[src/text_console_writer_core_macros.svh]
// Assertion macros shared by the text console writer modules.
`ifndef TEXT_CONSOLE_WRITER_CORE_MACROS_SVH
`define TEXT_CONSOLE_WRITER_CORE_MACROS_SVH

// Same-cycle implication, masked during reset.
`define TCW_ASSERT_NOW(lbl, clk, rst, ante, cons, msg) \
   lbl: assert property (@(posedge clk) disable iff (rst) (ante) |-> (cons)) \
      else $error(msg);

// Next-cycle implication, masked during reset.
`define TCW_ASSERT_NEXT(lbl, clk, rst, ante, cons, msg) \
   lbl: assert property (@(posedge clk) disable iff (rst) (ante) |=> (cons)) \
      else $error(msg);

`endif

[src/tcw_pkg.sv]
// Types and constants shared by the text console writer modules.
package tcw_pkg;

   localparam int FUNC_W   = 2;
   localparam int CODE_W   = 8;
   localparam int COL_W    = 7;
   localparam int ROW_W    = 5;
   localparam int ADDR_W   = 11;
   localparam int CELL_W   = 16;
   localparam int COLOUR_W = 8;

   localparam logic [CODE_W-1:0]   CHAR_TAB       = 8'h09;
   localparam logic [CODE_W-1:0]   CHAR_CR        = 8'h0D;
   localparam logic [CODE_W-1:0]   CHAR_PRINT_MIN = 8'd32;
   localparam logic [CODE_W-1:0]   CHAR_SPACE     = 8'd32;
   localparam logic [COLOUR_W-1:0] COLOUR_RESET   = 8'd15;

   typedef enum logic [FUNC_W-1:0] {
      FUNC_PUT   = 2'd0,
      FUNC_GOTO  = 2'd1,
      FUNC_CLEAR = 2'd2,
      FUNC_READ  = 2'd3
   } tcw_func_type;

   // What a memory sweep writes
   typedef enum logic [1:0] {
      SWEEP_ZERO   = 2'd0,
      SWEEP_BLANK  = 2'd1,
      SWEEP_SCROLL = 2'd2
   } tcw_sweep_type;

   typedef enum logic [1:0] {
      WR_CHAR  = 2'd0,
      WR_COPY  = 2'd1,
      WR_BLANK = 2'd2,
      WR_ZERO  = 2'd3
   } tcw_wr_kind_type;

   typedef struct packed {
      logic          capture;
      logic          exec;
      logic          sweep;
      tcw_sweep_type sweep_mode;
   } tcw_cmd_type;

   typedef struct packed {
      tcw_func_type func;
      logic         need_scroll;
      logic         sweep_last;
   } tcw_status_type;

endpackage

[src/tcw_ctrl.sv]
// Controller state machine for the text console writer.
`include "text_console_writer_core_macros.svh"

module tcw_ctrl import tcw_pkg::*; (
   input  logic           clock,
   input  logic           reset,
   input  logic           start,
   output logic           busy,
   output logic           rsp_valid,
   input  tcw_status_type status,
   output tcw_cmd_type    cmd
);

   typedef enum logic [5:0] {
      ST_INIT  = 6'b000001,
      ST_IDLE  = 6'b000010,
      ST_EXEC  = 6'b000100,
      ST_SWEEP = 6'b001000,
      ST_FLUSH = 6'b010000,
      ST_RESP  = 6'b100000
   } tcw_state_type;

   tcw_state_type state_ff, state_in;

   always_comb begin
      state_in = state_ff;
      unique case (state_ff)
         ST_INIT: begin
            if (status.sweep_last) state_in = ST_IDLE;
         end
         ST_IDLE: begin
            if (start) state_in = ST_EXEC;
         end
         ST_EXEC: begin
            if (status.func == FUNC_CLEAR || status.need_scroll) state_in = ST_SWEEP;
            else state_in = ST_RESP;
         end
         ST_SWEEP: begin
            if (status.sweep_last) state_in = ST_FLUSH;
         end
         ST_FLUSH: begin
            state_in = ST_RESP;
         end
         ST_RESP: begin
            state_in = ST_IDLE;
         end
         default: begin
            state_in = ST_INIT;
         end
      endcase
   end

   always_ff @(posedge clock) begin
      if (reset) state_ff <= ST_INIT;
      else state_ff <= state_in;
   end

   always_comb begin
      cmd.capture = (state_ff == ST_IDLE) && start;
      cmd.exec    = (state_ff == ST_EXEC);
      cmd.sweep   = (state_ff == ST_INIT) || (state_ff == ST_SWEEP);
      if (state_ff == ST_INIT) cmd.sweep_mode = SWEEP_ZERO;
      else if (status.func == FUNC_CLEAR) cmd.sweep_mode = SWEEP_BLANK;
      else cmd.sweep_mode = SWEEP_SCROLL;
   end

   assign busy      = (state_ff != ST_IDLE);
   assign rsp_valid = (state_ff == ST_RESP);

   `TCW_ASSERT_NEXT(a_resp_returns_idle, clock, reset, state_ff == ST_RESP,
      state_ff == ST_IDLE, "result strobe not followed by idle")
   `TCW_ASSERT_NEXT(a_accept_goes_exec, clock, reset, start && (state_ff == ST_IDLE),
      state_ff == ST_EXEC, "accepted transaction did not execute")
   `TCW_ASSERT_NEXT(a_sweep_end_flush, clock, reset,
      (state_ff == ST_SWEEP) && status.sweep_last, state_ff == ST_FLUSH,
      "sweep end not followed by write flush")

endmodule

[config.mk]
export PLATFORM = sky130hd
export DESIGN_NAME = tcw_ctrl
export DESIGN_NICKNAME = d
export VERILOG_FILES = /design/src/tcw_pkg.sv /design/src/tcw_ctrl.sv
export VERILOG_INCLUDE_DIRS = /design/src /design/src/src
export SDC_FILE = /design/constraint.sdc
export NUM_CORES = 1
export LEC_CHECK = 0
export ABC_AREA = 1
export CAP_MARGIN = 20
export CORE_AREA = 2 2 39 41
export CTS_BUF_LIST = sky130_fd_sc_hd__clkbuf_16
export CTS_CLUSTER_SIZE = 20
export DETAILED_ROUTE_END_ITERATION = 8
export DIE_AREA = 0 0 41 43
export DONT_BUFFER_PORTS = 1
export SETUP_SLACK_MARGIN = 0.3
export SYNTH_ARGS = -nofsm -noshare
export SYNTH_HDL_FRONTEND = slang
export SYNTH_SLANG_ARGS = --single-unit
[constraint.sdc]
create_clock -name clock -period 0.9 [get_ports clock]
set_input_delay 0.18 -clock clock [delete_from_list [all_inputs] [get_ports clock]]
set_output_delay 0.18 -clock clock [all_outputs]
set_load 0.005 [all_outputs]
# Yosys cells after proc, flatten, opt, wreduce, memory -nomap -nowiden
# Index checks and enable logic that the tools add are counted.
[totals]
reg_bits = 6
inputBits = 7
output_inout_bits = 7
elab_cells = 23
[op_classes]
eq_ne = 11
n_mux = 7
n_reduce_logical = 4
[op_table]
columns = ["operator", "n"]
rows = [
  ["case mux 6 bit (6 select lines)", 1],
  ["two-way mux 6 bit", 4],
  ["equality test 6 x 1 -> 1 bit (second input constant)", 1],
  ["equality test 6 x 2 -> 1 bit (second input constant)", 1],
  ["equality test 6 x 3 -> 1 bit (second input constant)", 1],
  ["equality test 6 x 4 -> 1 bit (second input constant)", 1],
  ["equality test 6 x 5 -> 1 bit (second input constant)", 1],
  ["equality test 6 bit (second input constant)", 1],
  ["!= test 2 bit (second input constant)", 3],
  ["!= test 6 x 2 -> 1 bit (second input constant)", 1],
  ["two-way mux 2 bit", 2],
  ["AND reduction 3 bit", 1],
  ["equality test 2 bit (second input constant)", 1],
  ["logical OR 1 bit", 2],
  ["logical AND 1 bit", 1],
]

# Depth between registers and ports, before layout
# Gate-level depths: netlist of the first run.
[depth]
word_depth = 4
depth_mapped = 8

# Worst setup path after synthesis of the first run
# Ideal clock, no wire load.
[synth_timing]
kind = "reg-to-reg"
from = "register state_ff[4]"
to = "register state_ff[4]"
setup_time_ps = 111
t_arrival_ps = 868
path_slack_ps = -79
stages_incl_launch_ff = 7
n_path_buf = 0
period_less_slack_ps = 979
cell_sequence = "dfxtp_1 -> nor2_4 -> nand3_2 -> nand2_2 -> nand2_2 -> nand3b_1 -> nor2_1"
[synth_via]
elab_chain_cells = 3
word_cells_on_any_way = 11
cone_classes = "eq/ne: 9; mux: 1; reduce/logical: 1"
[synth_lines]
columns = ["item", "line", "text"]
rows = [
  ["from (decl)", "tcw_ctrl.sv:23", "tcw_state_type state_ff, state_in;"],
  ["from (signal assigned)", "tcw_ctrl.sv:55", "else state_ff <= state_in;"],
  ["equality test 6 x 4 -> 1 bit (tied with other cells)", "tcw_ctrl.sv:27", "unique case (state_ff)"],
  ["!= test 2 bit (no source line)", "n/a", ""],
  ["AND reduction 3 bit (no source line)", "n/a", ""],
]
# Parallel ways exist; a longest one is shown, timed or not.
# A chain may end at the register's enable or synchronous reset.

==> impl_results.md, run 1 <==
* DR vias at 419
* Leakage at 0.308 nW
* Achievable frequency at 0.839 GHz
* Hold Path Depth at 1
* Startpoint Class: flip-flop
* Final setup margin at -0.292 ns
* CP startpoint: state_ff[0]$_SDFFE_PP1P_
* Die height at 43 µm
* Biggest regs: state_ff: 6 flops
* Count of state elements after synthesis at 6
* Seq/Total Area, Yosys at 29.2%
* Max reg flops at 6
* Fin area at 628 µm²
* Max_cap viols at 0
* Violations in the final reports: hold timing, setup timing
* Max clock buf depth at 2
* CTS tree: done
* Htree depth at 1
* Fin. Hold Viols at 1
* Antenna violations before repair at 0
* DR iter-0 viols at 5
* Synth unique cells at 16
* Status: complete, but fails checks
* Area grow syn2layout at 52.6%
* CTS Buf Count at 3
* Clock sink count at 6
* Minimum clock period at 1.19 ns
* Starting Density at between 20% and 30%
* CP endpoint kind: output port
* Power Dens Cells at 2130 mW/mm²
* Worst Max-Slew Pin Slew at 0.169 ns
* Synth area leader: dfxtp_1
* Synth top area share at 29.2%
* Crit share post-route at 132%
* Clock Latency Late Sink at 0.23 ns
* Crit-path max FO at 4
* Total power at 1.34 mW
* Slew HR at 88.7%
* Post-Route Skew at about 0.001 ns
* Final HPWL DP at 673 µm
* I/O Buffers at 0
* # nets final at 83
* Clock transition at path regs at 0.03 ns
* Final wirelength at approximately 950 µm
* Placement Rows at 14
* Syn Nets at 69
* Worst R2R Setup Slack at -0.25 ns
* Core area at 0.00138 mm²
* Layout cells sized above 1 at 55.4%
* Unrepaired setup endpoints after global routing: yes
* Synth Area per Inst at ~6.6 µm²
* DR vias/cell at about 4.7
* Worst Reg2Reg Path Length in Cells at 8
* CTS root buffer: clkbuf_16
* Peak supply drop at 0.00100 V
* Hold_ws at -0.000592 ns
* Most frequent cells in the layout: 11 x inv_1, 7 x nand2_1, 6 x nor2_1, 6 x nand3_2, 6 x buf_4
* Synth warnings at 0
* Routed WL per cell at 10.6 µm
* # diodes at 0
* DR pass1 iterations at 3
* Total grt overflow at 0
* Setup TNS at -3.05 ns
* Area contributors post-synth: dfxtp_1 29%, inv_1 13%, nand3_2 12%, nor2_1 9.1%, nand2_1 6.4%
* Worst Hold Class: in2reg
* Mapped Area at approximately 410 µm²
* Top reg by flops: state_ff
* Die width at slightly above 40 µm
* # setup viols final at 13
* WP data required at 0.72 ns
* Placed cell area at roughly 450 µm²
* Fin. max-slew vios at 0
* IO Count at 14
* Worst slack, placed at -0.155 ns
* R2R Path Start: state_ff[3]$_SDFFE_PP0P_
* Fin cells at 90
* Pin count of the biggest net entering global routing at 6
* Vias in the first global route at 380
* FF-to-FF End: state_ff[0]$_SDFFE_PP1P_
* Placer Congestion at 0.759
* Most common cell after layout, fill and taps aside: inv_1
* DRC viols at 0
* Total track usage at 14.4%
* Crit path kind: reg2out
* Routed Antenna Nets at 0
* WP data arrival at 1.01 ns
* Die area at 0.00176 mm²
* First-pass GRT wire length at 1560 µm
* Fillers at 142
* Cells after Synth at 62
* Core Util, Final at 45.4%
* Dpl cells at 80
* Worst setup path endpoint: cmd[3]
==> layout make-up <==
| type | instances | area (µm²) | share of cell area, % |
|---|---|---|---|
| sequential | 6 | 133 | 21.1 |
| tap | 16 | 20.0 | 3.19 |
| clock buffer | 3 | 75.1 | 12.0 |
| timing repair buffer | 9 | 78.8 | 12.5 |
| inverter | 16 | 60.1 | 9.56 |
| multi-input combinational | 40 | 262 | 41.6 |
==> worst max-delay path, cell delays in order (launching register included) <==
cell and delay (ns):
dfxtp_4 0.35, nor2_4 0.15, nand3_1 0.17, inv_2 0.11
==> synth_stat cells <==
master / count
nand2_1: 7
nand4_1: 1
nor2_1: 10
nor2_2: 2
a21oi_2: 1
nand3_1: 4
o21a_1: 1
nor2_4: 2
inv_1: 14
nand2_2: 2
a21oi_1: 3
dfxtp_1: 6
inv_2: 2
nand3_2: 5
nor3_1: 1
nand3b_1: 1
==> kinds of logic after synthesis <==
group	share of synthesized area, %
AO/OA/AOI/OAI	7.60
buffers and inverters	14.6
flip-flops	29.2
AND/OR/NAND/NOR	48.6
==> routing by layer <==
layer  track usage, %  wire [µm]  up-vias
li1                 -          -      213
met1             18.1        433      182
met2             15.9        382       19
met3             6.28         80        5
met4             16.0         57        0
met5                0          0        -
==> how the worst min path moves through the flow <==
| stage | startpoint | end |
|---|---|---|
| finish | reset | state_ff[5]$_SDFFE_PP0P_ |
| CTS | reset | state_ff[5]$_SDFFE_PP0P_ |
| floorplan | reset | state_ff[5]$_SDFFE_PP0P_ |
| detailed placement | reset | state_ff[5]$_SDFFE_PP0P_ |
| global placement | reset | state_ff[5]$_SDFFE_PP0P_ |
| global route | reset | state_ff[5]$_SDFFE_PP0P_ |
==> report_power, final <==
group / switching (mW) / total [mW] / leakage (nW) / internal [mW]
Clock: 0.152 / 0.722 / 0.0370 / 0.570
Combinational: 0.158 / 0.286 / 0.219 / 0.128
Sequential: 0.0337 / 0.331 / 0.0516 / 0.298
==> what timing repair did <==
action,4_1_cts,5_1_grt
endpoints found under the setup margin,13,13
pin swaps,5,3
endpoints found under the hold margin,1,1
buffers inserted,5,2
cloned,0,0
resized for setup,14,4
No activity file was read; power rests on OpenSTA's default activity.
==> run 2: changes to the inputs <==
CTS_BUF_LIST = sky130_fd_sc_hd__clkbuf_8   (was sky130_fd_sc_hd__clkbuf_16)
==> impl_results.md, run 2 (same netlist as run 1, synthesis figures left out) <==
* Fin. max-slew vios at 0 (unchanged)
* Fin. Hold Viols at 0 (-1)
* Layout cells sized above 1 at 55.4% (unchanged)
* Clock network fraction of total power at 39.4% (-15 points)
* Die area at 0.00176 mm² (unchanged)
* Worst Max-Slew Pin Slew at 0.164 ns (-0.00482 ns)
* # setup viols final at 13 (unchanged)
* CTS tree: done
* Achievable frequency at 0.833 GHz (-0.65%)
* Max reg flops at 6 (unchanged)
* Area grow syn2layout at 46.2%
* Placement Rows at 14 (unchanged)
* Biggest regs: state_ff: 6 flops
* Top reg by flops: state_ff
* WP data arrival at 1.02 ns (about the same)
* CTS Buf Count at 3 (unchanged)
* Leakage at 0.294 nW (-4.6%)
* DR vias/cell at 4.59 (-1.4%)
* Worst Hold Class: in2reg
* FF-to-FF End: state_ff[0]$_SDFFE_PP1P_
* I/O Buffers at 0 (unchanged)
* DR pass1 iterations at 2 (-1)
* # diodes at 0 (unchanged)
* Delay-heaviest family, CP: flip-flops
* Total grt overflow at 0 (unchanged)
* Worst Reg2Reg Path Length in Cells at 7 (-1)
* DR vias at 413 (-1.4%)
* Worst Path Buf+Inv at 2 (+1)
* Pin count of the biggest net entering global routing at 6 (unchanged)
* Core area at 0.00138 mm² (unchanged)
* Clock transition at path regs at 0.04 ns (about the same)
* Final HPWL DP at 673 µm (unchanged)
* Max clock buf depth at 2 (unchanged)
* WHS Endpoint: state_ff[5]$_SDFFE_PP0P_
* Slew HR at 89.0% (+0.32 points)
* # nets final at 83 (unchanged)
* Startpoint Class: flip-flop
* Starting Density at 29.7% (unchanged)
* Reg power frac at 32.6% (+7.9 points)
* Vias in the first global route at 394 (+3.7%)
* Crit path kind: reg2out
* CTS root buffer: clkbuf_8
* Final wirelength at 999 µm (+4.8%)
* Minimum clock period at 1.20 ns (+0.00777 ns)
* Antenna violations before repair at 0 (unchanged)
* Sw frac at 30.1% (+4.4 points)
* Unrepaired setup endpoints after global routing: yes
* Worst slack, placed at -0.155 ns (unchanged)
* Crit-path max FO at 4 (unchanged)
* Die width at 41 µm (unchanged)
* Total track usage at 13.6% (-0.82 points)
* Max_cap viols at 0 (unchanged)
* DR iter-0 viols at 6 (+1)
* DRC viols at 0 (unchanged)
* CTS Hold Buffers Added at 0
* Worst R2R Setup Slack at -0.23 ns (+0.02 ns)
* Clock Latency Late Sink at 0.22 ns (about the same)
* Slowest CP cell: dfxtp_2
* WP data required at 0.72 ns (about the same)
* Violations in the final reports: setup timing
* Htree depth at 1 (unchanged)
* CP endpoint kind: output port
* R2R Path Start: state_ff[4]$_SDFFE_PP0P_
* Most common cell after layout, fill and taps aside: inv_1
* Sw power at 0.304 mW (-12%)
* Max stage delay on crit path at 0.33 ns (-0.02 ns)
* Hold Path Depth at 1 (unchanged)
* Post-Route Skew at 0.00319 ns (+0.00219 ns)
* Power Dens Cells at 1680 mW/mm² (-21%)
* Status: complete, but fails checks
* Int Power at 0.705 mW (-29%)
* HP Start: reset
* Die height at 43 µm (unchanged)
* Most frequent cells in the layout: 11 x inv_1, 7 x nand2_1, 6 x nor2_1, 6 x nand3_2, 6 x buf_4
* Placer Congestion at 0.759 (unchanged)
* IO Count at 14 (unchanged)
* Clock sink count at 6 (unchanged)
* Final setup margin at -0.300 ns (-0.00777 ns)
* Routed Antenna Nets at 0 (unchanged)
* Routed WL per cell at 11.1 µm (+4.8%)
* Crit share post-route at 133% (+0.86 points)
* Total power at 1.01 mW (-25%)
* Combinational fraction of design power at 28.0% (+6.6 points)
* Core Util, Final at 43.5% (-1.9 points)
* First-pass GRT wire length at 1620 µm (+4.0%)
* Peak supply drop at 0.000846 V (-16%)
* Worst-path cell chain: nor2_4 -> buf_4 -> nand3_2 -> inv_2
-- run 2: cell counts in the layout (fill, tap and decap cells not counted) --
Identical to the previous run, type by type.
-- run 2: power by group through the flow --
stage / clock (mW) / sequential (mW) / combinational (mW)
after detailed placement: 0 / 0.313 / 0.208
after CTS: 0.412 / 0.328 / 0.278
final: 0.398 / 0.328 / 0.283
after global routing: 0.419 / 0.330 / 0.324
after floorplan: 0 / 0.310 / 0.174
after global placement: 0 / 0.312 / 0.209
-- run 2: worst register-to-register path: cells and delay by family (launching register included) --
family | cells | cell delay, ns
buffers and inverters | 2 | 0.21
DFF | 1 | 0.33
and+or+nand+nor | 5 | 0.47
-- run 2: final cells by class --
type	count	area, µm²
inverters	16	60.1
multi-input cells	40	267
well taps	16	20.0
repair buffers	9	78.8
fillers	143	782
flip-flops and latches	6	135
clock buffers	3	41.3
-- run 2: what timing repair did --
| action | CTS | global route |
|---|---|---|
| resized for setup | 15 | 5 |
| pin swaps | 6 | 1 |
| setup buffers | 6 | 1 |
| endpoints found under the setup margin | 13 | 13 |
| hold endpoints to repair | 0 | 0 |
-- run 2: worst max path at each step --
stage	start	endpoint	slack, ns	cells past startpoint
6_report	state_ff[2]$_SDFFE_PP0P_	rsp_valid	-0.30	4
5_1_grt	state_ff[4]$_SDFFE_PP0P_	cmd[1]	-0.35	4
4_1_cts	state_ff[1]$_SDFFE_PP0P_	busy	-0.27	4
3_5_place_dp	state_ff[1]$_SDFFE_PP0P_	state_ff[0]$_SDFFE_PP1P_	-0.16	7
3_3_place_gp	state_ff[1]$_SDFFE_PP0P_	state_ff[0]$_SDFFE_PP1P_	-0.14	7
2_1_floorplan	state_ff[3]$_SDFFE_PP0P_	state_ff[4]$_SDFFE_PP0P_	-0.05	6
-- run 2: layer usage --
metal,GRT usage (%),vias to the layer above,share of wire (%)
met1,18.0,182,47
met3,4.71,0,6.3
met2,19.1,17,47
met4,6.00,0,0
li1,-,214,-
met5,0,-,0
-- run 2: per-stage QoR --
step / hold WS [ns] / setup TNS [ns] / instances / cell area, µm²
2_1_floorplan: 0.235 / -0.175 / 62 / 417
3_3_place_gp: 0.237 / -1.06 / 80 / 452
3_5_place_dp: 0.237 / -1.16 / 80 / 452
4_1_cts: 0.00733 / -2.64 / 89 / 578
5_1_grt: 0.00945 / -3.80 / 90 / 602
6_report: 0.0117 / -2.90 / 90 / 602
==> run 3: changes to the inputs <==
CORE_AREA = 3 3 40 42   (was 2 2 39 41)
CTS_BUF_LIST = not set   (was sky130_fd_sc_hd__clkbuf_8)
DIE_AREA = 0 0 43 45   (was 0 0 41 43)
==> impl_results.md, run 3 (same netlist as run 1, synthesis figures left out) <==
* Crit path kind: reg2out
* Core area at 0.00128 mm² (-7.1%)
* Startpoint Class: flip-flop
* Crit-path max FO at 5 (+1)
* # diodes at 0 (unchanged)
* Status: complete, but fails checks
* Most common cell after layout, fill and taps aside: inv_1
* Leakage at 0.267 nW (-9.2%)
* Max clock buf depth at 2 (unchanged)
* Fin. Hold Viols at 2 (+2)
* DR vias at 402 (-2.7%)
* Core Util, Final at 43.0% (-0.45 points)
* Final setup margin at -0.298 ns (+0.00144 ns)
* WP data required at 0.72 ns (about the same)
* Clock sink count at 6 (unchanged)
* Crit share post-route at 133% (-0.16 points)
* Unrepaired setup endpoints after global routing: yes
* # setup viols final at 13 (unchanged)
* Multi-input logic area at 268 µm² (+0.47%)
* Total track usage at 10.7% (-2.9 points)
* IO Count at 14 (unchanged)
* Starting Density at 32.0% (+2.3 points)
* DR pass1 iterations at 2 (unchanged)
* DR vias/cell at 4.67 (+1.9%)
* Violations in the final reports: hold timing, setup timing
* Dpl cells at 79 (-1.3%)
* WP data arrival at 1.02 ns (about the same)
* Placer Congestion at 0.744 (-1.9%)
* Layout cells sized above 1 at 56.3% (+0.93 points)
* Max_cap viols at 0 (unchanged)
* Minimum clock period at 1.20 ns (-0.00144 ns)
* Slew HR at 88.8% (-0.26 points)
* Die area at 0.00194 mm² (+9.8%)
* Area grow syn2layout at 34.3%
* Antenna violations before repair at 0 (unchanged)
* CTS tree: done
* DR iter-0 viols at 2 (-4)
* Fin cells at 86 (-4.4%)
* CP endpoint kind: output port
* Worst slack, placed at -0.158 ns (-0.00298 ns)
* First-pass GRT wire length at 1450 µm (-11%)
* Routed Antenna Nets at 0 (unchanged)
* Max reg flops at 6 (unchanged)
* I/O Buffers at 0 (unchanged)
* Worst Max-Slew Pin Slew at 0.168 ns (+0.00392 ns)
* # nets final at 80 (-3.6%)
* Total grt overflow at 0 (unchanged)
* Clock Latency Late Sink at 0.24 ns (+0.02 ns)
* Achievable frequency at 0.834 GHz (+0.12%)
* Total power at 0.819 mW (-19%)
* Fillers at 136 (-4.9%)
* Routed WL per cell at 10.1 µm (-8.8%)
* Vias in the first global route at 374 (-5.1%)
* Post-Route Skew at 0.00265 ns (-0.000533 ns)
* Hold_ws at -0.0116 ns (-0.0233 ns)
* Fin area at 553 µm² (-8.1%)
* Worst Hold Class: in2reg
* Final wirelength at 871 µm (-13%)
* Clock transition at path regs at 0.04 ns (about the same)
* Pin count of the biggest net entering global routing at 6 (unchanged)
* Final HPWL DP at 695 µm (+3.3%)
* Die width at 43 µm (+4.9%)
* Fin. max-slew vios at 0 (unchanged)
* Placed cell area at 450 µm² (-0.28%)
* Biggest regs: state_ff: 6 flops
* Placement Rows at 13 (-1)
* Reg area at 135 µm² (unchanged)
* Most frequent cells in the layout: 10 x inv_1, 7 x nor2_1, 7 x nand3_2, 7 x nand2_1, 6 x inv_2
* Setup TNS at -2.69 ns (+0.207 ns)
* Peak supply drop at 0.000483 V (-43%)
* Die height at 45 µm (+4.7%)
* Htree depth at 1 (unchanged)
* CTS Buf Count at 3 (unchanged)
* Top reg by flops: state_ff
* DRC viols at 0 (unchanged)
* CTS root buffer: clkbuf_4
* Power Dens Cells at 1480 mW/mm² (-12%)
-- run 3: final timing paths --
path,cells after the start,end,start,slack (ns)
max,3,busy,state_ff[3]$_SDFFE_PP0P_,-0.30
min,1,state_ff[5]$_SDFFE_PP0P_,reset,-0.01
max reg2reg,7,state_ff[0]$_SDFFE_PP1P_,state_ff[3]$_SDFFE_PP0P_,-0.24
min reg2reg,4,state_ff[5]$_SDFFE_PP0P_,state_ff[5]$_SDFFE_PP0P_,0.66
-- run 3: report_power, final --
part	switching, mW	internal [mW]	leakage, nW
logic	0.154	0.100	0.201
clock network	0.0891	0.150	0.0138
registers	0.0309	0.294	0.0519
-- run 3: critical path: stages, from the launching register on --
cell,delay (ns)
dfxtp_2,0.33
nor2_4,0.17
nand3_2,0.14
buf_6,0.14
-- run 3: layer usage --
layer / up-vias / GRT usage (%) / wire length, µm
li1: 207 / - / -
met1: 173 / 13.0 / 386
met2: 18 / 14.4 / 378
met3: 4 / 4.38 / 80
met4: 0 / 9.04 / 25
met5: - / 0 / 0
-- run 3: cell type report --
cell class	count	area share (%)
Inverter	16	10.9
Tap cell	15	3.39
Timing Repair Buffer	6	8.82
Sequential cell	6	24.4
Clock buffer	3	4.07
Multi-Input combinational cell	40	48.4
-- run 3: what timing repair did --
| item | in CTS | in global routing |
|---|---|---|
| hold endpoints to repair | 3 | 3 |
| pin swaps | 7 | 4 |
| setup buffers | 3 | 1 |
| resized for setup | 8 | 11 |
| endpoints found under the setup margin | 13 | 13 |
